$ cat src/hdl/assert_macros.svh
// Assertion macros shared by the lexer RTL.
// Included by modules that carry concurrent checks; no other dependencies.
`ifndef ASSERT_MACROS_SVH
`define ASSERT_MACROS_SVH
`ifndef SYNTHESIS
`define EXLEX_ASSERT(label, clk, rst, prop) \
  label: assert property (@(posedge clk) disable iff (rst) prop) \
    else $error("exlex check failed");
`define EXLEX_ASSERT_NEXT(label, clk, rst, ante, cons) \
  label: assert property (@(posedge clk) disable iff (rst) (ante) |=> (cons)) \
    else $error("exlex check failed");
`else
`define EXLEX_ASSERT(label, clk, rst, prop)
`define EXLEX_ASSERT_NEXT(label, clk, rst, ante, cons)
`endif
`endif

$ cat src/hdl/exlex_pkg.sv
// Types, codes and character helpers for the expression lexer.
// No dependencies; imported by expression_lexer_unit.
package exlex_pkg;

  localparam logic OP_CHAR = 1'b0;
  localparam logic OP_END  = 1'b1;

  localparam logic [3:0] K_KEYWORD = 4'd0;
  localparam logic [3:0] K_IDENT   = 4'd1;
  localparam logic [3:0] K_NUMBER  = 4'd2;
  localparam logic [3:0] K_ARITH   = 4'd3;
  localparam logic [3:0] K_ASSIGN  = 4'd4;
  localparam logic [3:0] K_LPAREN  = 4'd5;
  localparam logic [3:0] K_RPAREN  = 4'd6;
  localparam logic [3:0] K_COMMA   = 4'd7;
  localparam logic [3:0] K_INVALID = 4'd8;
  localparam logic [3:0] K_END     = 4'd9;

  localparam logic [2:0] KW_LEN = 3'd6;

  typedef struct packed {
    logic       op;
    logic [7:0] ch;
  } src_t;

  typedef struct packed {
    logic [3:0]  token_kind;
    logic [15:0] start_line;
    logic [15:0] start_column;
    logic [23:0] start_offset;
    logic [15:0] token_length;
    logic [7:0]  first_char;
    logic        is_last;
  } tok_t;

  typedef enum logic [4:0] {
    M_IDLE  = 5'b00001,
    M_IDENT = 5'b00010,
    M_NUM   = 5'b00100,
    M_MINUS = 5'b01000,
    M_STOP  = 5'b10000
  } mode_t;

  function automatic logic [7:0] kw_char(logic [2:0] p);
    logic [7:0] c;
    case (p)
      3'd0:    c = "f";
      3'd1:    c = "u";
      3'd2:    c = "n";
      3'd3:    c = "c";
      3'd4:    c = "a";
      3'd5:    c = "o";
      default: c = 8'h00;
    endcase
    return c;
  endfunction

  function automatic logic is_digit(logic [7:0] c);
    return (c >= "0") && (c <= "9");
  endfunction

  function automatic logic is_alpha(logic [7:0] c);
    return ((c >= "a") && (c <= "z")) || ((c >= "A") && (c <= "Z"));
  endfunction

  function automatic logic is_space(logic [7:0] c);
    return (c == " ") || ((c >= 8'd9) && (c <= 8'd13));
  endfunction

  function automatic logic [3:0] single_kind(logic [7:0] c);
    logic [3:0] k;
    case (c)
      "+", "*", "/", "^": k = K_ARITH;
      "=":                k = K_ASSIGN;
      "(":                k = K_LPAREN;
      ")":                k = K_RPAREN;
      ",":                k = K_COMMA;
      default:            k = K_INVALID;
    endcase
    return k;
  endfunction

  function automatic logic [15:0] clip16(logic [31:0] v);
    return (v > 32'h0000_FFFF) ? 16'hFFFF : v[15:0];
  endfunction

  function automatic logic [23:0] clip24(logic [31:0] v);
    return (v > 32'h00FF_FFFF) ? 24'hFF_FFFF : v[23:0];
  endfunction

endpackage

$ cat src/hdl/expression_lexer_unit.sv
// Streaming lexer for a small expression language: bytes in, token descriptors out.
// Depends on exlex_pkg and assert_macros.svh.
//
// Each request carries one source byte (op = char) or the end-of-source marker
// (op = end). A request is held in an input register; once the queue holds at
// most two entries, one pass of logic updates the lexer state and pushes zero,
// one or two token descriptors into a four-entry result queue. A new request
// can be taken every cycle while the queue holds at most two entries, so
// requests that each yield at most one token stream at one per cycle while
// tok_stall is low; a request that yields two tokens (a pending token flushed
// by a single-character token, or the end token after a pending one) fills the
// queue faster than the single queue read port drains it. A zero byte flushes
// and stops lexing until the end marker, which emits the end token and returns
// the lexer state and positions to reset values. Positions and lengths saturate.
`include "assert_macros.svh"
module expression_lexer_unit import exlex_pkg::*; #(
  parameter int LINE_BITS   = 16,
  parameter int COL_BITS    = 16,
  parameter int OFFSET_BITS = 24,
  parameter int LEN_BITS    = 16
) (
  input  logic clk,
  input  logic rst,
  input  logic src_valid,
  output logic src_stall,
  input  src_t src,
  output logic tok_valid,
  input  logic tok_stall,
  output tok_t tok
);

  localparam int DEPTH = 4;

  // input register
  logic in_full;
  src_t in_req;

  // lexer state
  mode_t                  mode, mode_next;
  logic                   dot_seen, dot_seen_next;
  logic [2:0]             kw_prog, kw_prog_next;
  logic                   kw_miss, kw_miss_next;
  logic [LINE_BITS-1:0]   cur_line, cur_line_next;
  logic [COL_BITS-1:0]    cur_column, cur_column_next;
  logic [OFFSET_BITS-1:0] cur_offset, cur_offset_next;
  logic [LINE_BITS-1:0]   tok_line, tok_line_next;
  logic [COL_BITS-1:0]    tok_column, tok_column_next;
  logic [OFFSET_BITS-1:0] tok_offset, tok_offset_next;
  logic [LEN_BITS-1:0]    tok_len, tok_len_next;
  logic [7:0]             tok_first, tok_first_next;

  // result queue
  tok_t       queue [DEPTH];
  logic [1:0] head, tail;
  logic [2:0] cnt;

  logic proc, pop;
  logic a_v, b_v;
  tok_t a_tok, b_tok;

  // process the held request only when two queue slots are certain to be free
  assign proc      = in_full && (cnt <= 3'(DEPTH - 2));
  assign src_stall = in_full && !proc;
  assign tok_valid = (cnt != 3'd0);
  assign tok       = queue[head];
  assign pop       = tok_valid && !tok_stall;

  always_ff @(posedge clk) begin
    if (rst) begin
      in_full <= 1'b0;
    end else if (src_valid && !src_stall) begin
      in_full <= 1'b1;
    end else if (proc) begin
      in_full <= 1'b0;
    end
    if (src_valid && !src_stall) begin
      in_req <= src;
    end
  end

  // one lexing step: flush candidate in a, new token or end token in b
  always_comb begin
    logic [7:0] c;
    logic       fl_v;
    logic [3:0] fl_kind;
    logic       ext;
    logic       do_adv;
    logic       kw_hit;

    c       = in_req.ch;
    fl_v    = 1'b0;
    fl_kind = K_INVALID;
    unique case (mode)
      M_IDENT: begin
        fl_v    = 1'b1;
        fl_kind = (!kw_miss && kw_prog == KW_LEN) ? K_KEYWORD : K_IDENT;
      end
      M_NUM: begin
        fl_v    = 1'b1;
        fl_kind = K_NUMBER;
      end
      M_MINUS: begin
        fl_v    = 1'b1;
        fl_kind = K_ARITH;
      end
      M_IDLE, M_STOP: begin
        fl_v = 1'b0;
      end
      default: begin
        fl_v = 1'b0;
      end
    endcase

    a_tok.token_kind   = fl_kind;
    a_tok.start_line   = clip16(32'(tok_line));
    a_tok.start_column = clip16(32'(tok_column));
    a_tok.start_offset = clip24(32'(tok_offset));
    a_tok.token_length = clip16(32'(tok_len));
    a_tok.first_char   = tok_first;
    a_tok.is_last      = 1'b0;

    b_tok.token_kind   = single_kind(c);
    b_tok.start_line   = clip16(32'(cur_line));
    b_tok.start_column = clip16(32'(cur_column));
    b_tok.start_offset = clip24(32'(cur_offset));
    b_tok.token_length = 16'd1;
    b_tok.first_char   = c;
    b_tok.is_last      = 1'b0;

    a_v    = 1'b0;
    b_v    = 1'b0;
    do_adv = 1'b0;
    kw_hit = !kw_miss && (kw_prog < KW_LEN) && (c == kw_char(kw_prog));

    mode_next       = mode;
    dot_seen_next   = dot_seen;
    kw_prog_next    = kw_prog;
    kw_miss_next    = kw_miss;
    tok_line_next   = tok_line;
    tok_column_next = tok_column;
    tok_offset_next = tok_offset;
    tok_len_next    = tok_len;
    tok_first_next  = tok_first;

    ext = ((mode == M_IDENT) && (is_alpha(c) || is_digit(c) || c == "_")) ||
          ((mode == M_NUM) && (is_digit(c) || (!dot_seen && c == "."))) ||
          ((mode == M_MINUS) && is_digit(c));

    if (in_req.op == OP_END) begin
      // flush, emit end token, then return to the reset state
      a_v                = fl_v;
      b_v                = 1'b1;
      b_tok.token_kind   = K_END;
      b_tok.token_length = 16'd0;
      b_tok.first_char   = 8'h00;
      b_tok.is_last      = 1'b1;
      mode_next          = M_IDLE;
      dot_seen_next      = 1'b0;
      kw_prog_next       = 3'd0;
      kw_miss_next       = 1'b0;
      tok_line_next      = '0;
      tok_column_next    = '0;
      tok_offset_next    = '0;
      tok_len_next       = '0;
      tok_first_next     = 8'h00;
    end else if (mode == M_STOP) begin
      // drop bytes after a zero byte
      a_v = 1'b0;
    end else if (c == 8'h00) begin
      a_v       = fl_v;
      mode_next = M_STOP;
    end else if (ext) begin
      do_adv       = 1'b1;
      tok_len_next = (tok_len == '1) ? tok_len : tok_len + 1'b1;
      if (mode == M_IDENT) begin
        if (kw_hit) begin
          kw_prog_next = kw_prog + 3'd1;
        end else begin
          kw_miss_next = 1'b1;
        end
      end else if (mode == M_NUM) begin
        if (c == ".") begin
          dot_seen_next = 1'b1;
        end
      end else begin
        mode_next     = M_NUM;
        dot_seen_next = 1'b0;
      end
    end else begin
      a_v       = fl_v;
      mode_next = M_IDLE;
      do_adv    = 1'b1;
      if (!is_space(c)) begin
        tok_line_next   = cur_line;
        tok_column_next = cur_column;
        tok_offset_next = cur_offset;
        tok_len_next    = LEN_BITS'(1);
        tok_first_next  = c;
        if (is_alpha(c)) begin
          mode_next    = M_IDENT;
          kw_prog_next = (c == kw_char(3'd0)) ? 3'd1 : 3'd0;
          kw_miss_next = (c != kw_char(3'd0));
        end else if (is_digit(c)) begin
          mode_next     = M_NUM;
          dot_seen_next = 1'b0;
        end else if (c == "-") begin
          mode_next = M_MINUS;
        end else begin
          b_v = 1'b1;
        end
      end
    end

    // advance position
    cur_line_next   = cur_line;
    cur_column_next = cur_column;
    cur_offset_next = cur_offset;
    if (in_req.op == OP_END) begin
      cur_line_next   = LINE_BITS'(1);
      cur_column_next = COL_BITS'(1);
      cur_offset_next = '0;
    end else if (do_adv) begin
      cur_offset_next = (cur_offset == '1) ? cur_offset : cur_offset + 1'b1;
      if (c == 8'h0A) begin
        cur_line_next   = (cur_line == '1) ? cur_line : cur_line + 1'b1;
        cur_column_next = COL_BITS'(1);
      end else begin
        cur_column_next = (cur_column == '1) ? cur_column : cur_column + 1'b1;
      end
    end
  end

  always_ff @(posedge clk) begin
    if (rst) begin
      mode       <= M_IDLE;
      dot_seen   <= 1'b0;
      kw_prog    <= 3'd0;
      kw_miss    <= 1'b0;
      cur_line   <= LINE_BITS'(1);
      cur_column <= COL_BITS'(1);
      cur_offset <= '0;
    end else if (proc) begin
      mode       <= mode_next;
      dot_seen   <= dot_seen_next;
      kw_prog    <= kw_prog_next;
      kw_miss    <= kw_miss_next;
      cur_line   <= cur_line_next;
      cur_column <= cur_column_next;
      cur_offset <= cur_offset_next;
    end
    if (proc) begin
      tok_line   <= tok_line_next;
      tok_column <= tok_column_next;
      tok_offset <= tok_offset_next;
      tok_len    <= tok_len_next;
      tok_first  <= tok_first_next;
    end
  end

  // result queue: up to two pushes and one pop per cycle
  always_ff @(posedge clk) begin
    if (rst) begin
      head <= 2'd0;
      tail <= 2'd0;
      cnt  <= 3'd0;
    end else begin
      head <= pop ? head + 2'd1 : head;
      tail <= proc ? tail + 2'(a_v) + 2'(b_v) : tail;
      cnt  <= cnt + (proc ? 3'(a_v) + 3'(b_v) : 3'd0) - 3'(pop);
    end
    if (proc && a_v) begin
      queue[tail] <= a_tok;
    end
    if (proc && b_v) begin
      queue[tail + 2'(a_v)] <= b_tok;
    end
  end

  `EXLEX_ASSERT(a_queue_bound, clk, rst, cnt <= 3'(DEPTH))
  `EXLEX_ASSERT(a_stop_silent, clk, rst, (proc && mode == M_STOP && in_req.op == OP_CHAR) |-> (!a_v && !b_v))
  `EXLEX_ASSERT_NEXT(a_end_resets, clk, rst, proc && in_req.op == OP_END, mode == M_IDLE && cur_offset == '0 && cnt != 3'd0)

endmodule
$ cat config.mk
export PLATFORM = sky130hd
export DESIGN_NAME = expression_lexer_unit
export DESIGN_NICKNAME = d
export VERILOG_FILES = /design/src/hdl/exlex_pkg.sv /design/src/hdl/expression_lexer_unit.sv
export VERILOG_INCLUDE_DIRS = /design/src /design/src/hdl
export SDC_FILE = /design/constraint.sdc
export NUM_CORES = 1
export LEC_CHECK = 0
export BUFFER_PORTS_ARGS = -buffer_cell sky130_fd_sc_hd__buf_2
export CAP_MARGIN = 20
export CORE_MARGIN = 1.5
export CORE_UTILIZATION = 41
export CTS_CLUSTER_DIAMETER = 40
export CTS_CLUSTER_SIZE = 20
export DETAILED_ROUTE_END_ITERATION = 16
export PLACE_DENSITY = 0.57
export SETUP_SLACK_MARGIN = 0.5
export SLEW_MARGIN = 20
export SYNTH_ARGS = -nofsm -noshare
export SYNTH_HDL_FRONTEND = slang
export SYNTH_SLANG_ARGS = --single-unit
export TNS_END_PERCENT = 50
$ cat constraint.sdc
create_clock -name clk -period 6.8 [get_ports clk]
set_input_delay 0.34 -clock clk [delete_from_list [all_inputs] [get_ports clk]]
set_output_delay 0.34 -clock clk [all_outputs]
set_load 0.02 [all_outputs]
==> flow_metrics.py <==
metrics = {
    "outcome": {
        "status": "complete, no violations",
    },
    "floorplan": {
        "dieArea_um2": 60900,
        "num_rows": 89,
        "die_x_um": 247,
        "initial_core_util_pct": 41.4,
        "io_pins": 100,
        "dieHeight_um": 247,
        "coreArea_um2": 58900,
    },
    "placed_design": {
        "port_buffers": 99,
        "place_hpwl_mm": 38.0,
        "gp_congestion": 0.847,
    },
    "logic_synthesis": {
        "synth_top_family_by_area": "simple AND/OR/NAND/NOR gates",
        "synthArstFlopShare_pct": 0,
        "synth.largest_area_cell": "edfxtp_1",
        "yosysUniqueCellTypes": 66,
        "synth_seq_area_share_pct": 56.6,
        "synth_area_um2": 24400,
        "synth_xor_area_share_pct": 2.55,
        "yosys_warnings": 0,
        "synth_fp_nets": 2312,
        "synth_compound_area_share_pct": 3.24,
        "synth_seq_cells": 505,
        "synthAdderAreaFrac_pct": 0.801,
        "syn_inst": 2284,
        "synth-main-ff-cell": "edfxtp_1",
        "synth-simple-area-share_pct": 22.3,
        "synthMuxAreaShare_pct": 10.5,
        "synth_edf_count": 369,
        "avgSynthCellArea_um2": 10.7,
        "yosys.area.top_type_share_pct": 45.4,
        "synth_area_leaders": "edfxtp_1 (45%), dfxtp_1 (11%), nand2_1 (7.9%)",
    },
    "global_routing": {
        "antenna_found_initial": 0,
        "grt_pass1_vias": 17600,
        "grt_start_max_net_pins": 77,
        "gr-usage-all-layers_pct": 22.7,
        "grt_overflow": 0,
        "grt_first_pass_wirelength_mm": 105,
    },
    "clocking": {
        "htree_levels": 3,
        "clk_latency_ps": 630,
        "cts_made_buffers": 81,
        "root_buffer": "clkbuf_16",
        "clkTransAtPathRegs_ps": 60,
        "clock_path_buffers": 3,
        "cts.sinks": 505,
        "post_cts_buffers": 0,
        "cts_tree": "done",
    },
    "detailed_routing": {
        "first_pass_iters": 6,
        "vias": 17800,
        "wl_per_cell_um": 21.8,
        "wl_mm": 68.8,
        "drt-vias-per-instance": 5.64,
        "drc_errors": 0,
        "drtIter0Drc": 1461,
        "ant_nets": 0,
    },
    "sta": {
        "setup_tns_ps": 0,
        "post-route-period-util_pct": 72.0,
        "finalSetupViolations": 0,
        "max_freq_ghz": 0.204,
        "max-slew-margin-rel_pct": 20.9,
        "fin_skew_ps": 29.0,
        "worstMarginPinSlew_ps": 1190,
        "rsz0062_at_grt": "false",
        "fin_crit_ps": 4900,
        "final_hold_viol_count": 0,
        "drv_slew": 0,
    },
    "worst_setup_path": {
        "startpoint_type": "register",
        "arrival_ps": 5230,
        "worstPathRequired_ps": 7130,
        "worst_setup_path_end_kind": "register",
        "path_class": "reg -> reg",
        "crit_fanout": 42,
    },
    "layout": {
        "regArea_um2": 13800,
        "nets": 2341,
        "multi_input_area_um2": 9700,
        "utilization_pct": 48.1,
        "syn_to_final_growth_pct": 16.2,
        "drive_gt1_share_pct": 17.0,
        "diodes": 0,
        "fillers": 5162,
    },
    "hold_path": {
        "hp-class": "in -> reg",
    },
    "pwr": {
        "power.leakage_uw": 0.0107,
        "power.density_nw_per_um2": 326,
        "max-vdd-ir-drop_v": 0.000247,
    },
    "flow_run": {
        "cap_violations": 0,
    },
}
==> worst max-delay path, cell delays in order, from the launching register on <==
cell	delay, ps
edfxtp_1	610
nor4b_2	420
nand4_1	190
and2_0	340
a211oi_4	550
nor2_1	160
ha_1	280
xnor2_1	200
nand2_1	190
or3_2	870
buf_4	510
nand3_1	170
o21ai_0	90
==> sequential cells by signal (all words and copies together), names as in the netlist, named ones only <==
register    count
kw_miss         1
tok_line       16
queue         340
cur_column     16
tok_offset     24
head            2
cur_offset     24
in_req          9
kw_prog         3
tok_len        16
in_full         1
dot_seen        1
cnt             3
tok_first       8
tok_column     16
cur_line       16
mode            5
tail            2
==> cells in the mapped netlist, drive strengths merged, types with 3 or more instances <==
cell / count
a22oi: 3
nand4: 22
nand3b: 3
nor2b: 70
buf: 81
nor2: 161
and2: 12
and3: 19
ha: 14
or4: 7
or2: 5
xor2: 59
inv: 22
nand3: 304
o31ai: 4
nor3: 17
edfxtp: 369
nand2b: 9
mux4: 85
dfxtp: 136
nor4: 10
a31oi: 5
o21ai: 63
and4: 7
nand2: 516
a21oi: 24
nor4b: 6
mux2i: 65
xnor2: 12
a21o: 3
or3: 15
clkbuf: 123
o211ai: 5
==> final cells by class <==
class | count | share of cell area (%)
Timing Repair Buffer | 150 | 3.35
Multi-Input combinational cell | 1552 | 34.3
Sequential cell | 505 | 48.8
Clock buffer | 94 | 7.81
Clock inverter | 56 | 2.09
Inverter | 23 | 0.305
Tap cell | 773 | 3.42
==> placed cells by master (no fill, tap or decap), types with 10 or more instances in the layout <==
master / count
buf_4: 38
xor2_1: 59
inv_1: 22
a21oi_1: 24
nor2_1: 160
dfxtp_1: 134
edfxtp_1: 369
clkinv_2: 11
and3_1: 19
nand3_1: 304
ha_1: 14
xnor2_1: 12
nor2b_1: 70
dlygate4sd3_1: 10
or3_1: 11
o21ai_0: 63
mux2i_1: 65
nand2_1: 515
mux4_2: 85
clkbuf_16: 86
nand4_1: 22
buf_2: 99
inv_6: 11
==> per-layer routing <==
layer | track usage, % | part of all wire, % | routed length, um
met2 | 37.0 | 48 | 32900
met5 | 0 | 0 | 0
met3 | 3.80 | 8.2 | 5610
met1 | 30.4 | 42 | 28700
met4 | 8.43 | 2.2 | 1550
==> logic make-up after synthesis <==
group                      count (synthesis)
buffers and inverters                    227
DFF                                      505
AOI/OAI and AO/OA                        126
xor gates and xnor gates                  71
muxes                                    150
adders and majority gates                 15
and+or+nand+nor                         1190
==> report_power, final <==
| group | internal (uW) | total, uW | leakage [uW] | switching, uW |
|---|---|---|---|---|
| clock | 2590 | 4190 | 0.00138 | 1610 |
| sequential | 3470 | 3640 | 0.00451 | 173 |
| combinational | 520 | 1400 | 0.00477 | 878 |
| total | 6580 | 9230 | 0.0107 | 2660 |
==> timing repair <==
action                                  4_1_cts  5_1_grt
hold endpoints to repair                     10        0
hold buffers                                 10        0
resized for setup                             0        0
endpoints found under the setup margin        0        0
==> per-stage QoR <==
| stage | total power (uW) | setup WS [ps] | instance area, um2 | instances | hold slack [ps] |
|---|---|---|---|---|---|
| after detailed placement | 5110 | 1990 | 25400 | 2991 | 481 |
| final | 9230 | 1900 | 28300 | 3153 | 118 |
| after CTS | 9320 | 1970 | 28300 | 3151 | 92.4 |
| after floorplan | 4590 | 1740 | 24400 | 2284 | 439 |
| after global routing | 9550 | 1500 | 28300 | 3153 | 138 |
| after global placement | 5100 | 2180 | 25400 | 2991 | 468 |
==> worst paths after layout <==
kind / startpoint / end / slack [ps] / cells after the start
max reg2reg: in_req[4] / queue[1][1] / 1900 / 12
min reg2reg: queue[3][17] / queue[3][17] / 490 / 2
min: tok_stall / register / 120 / 4
max: in_req[4] / queue[1][1] / 1900 / 12
Power figures use the tool's default switching activity.
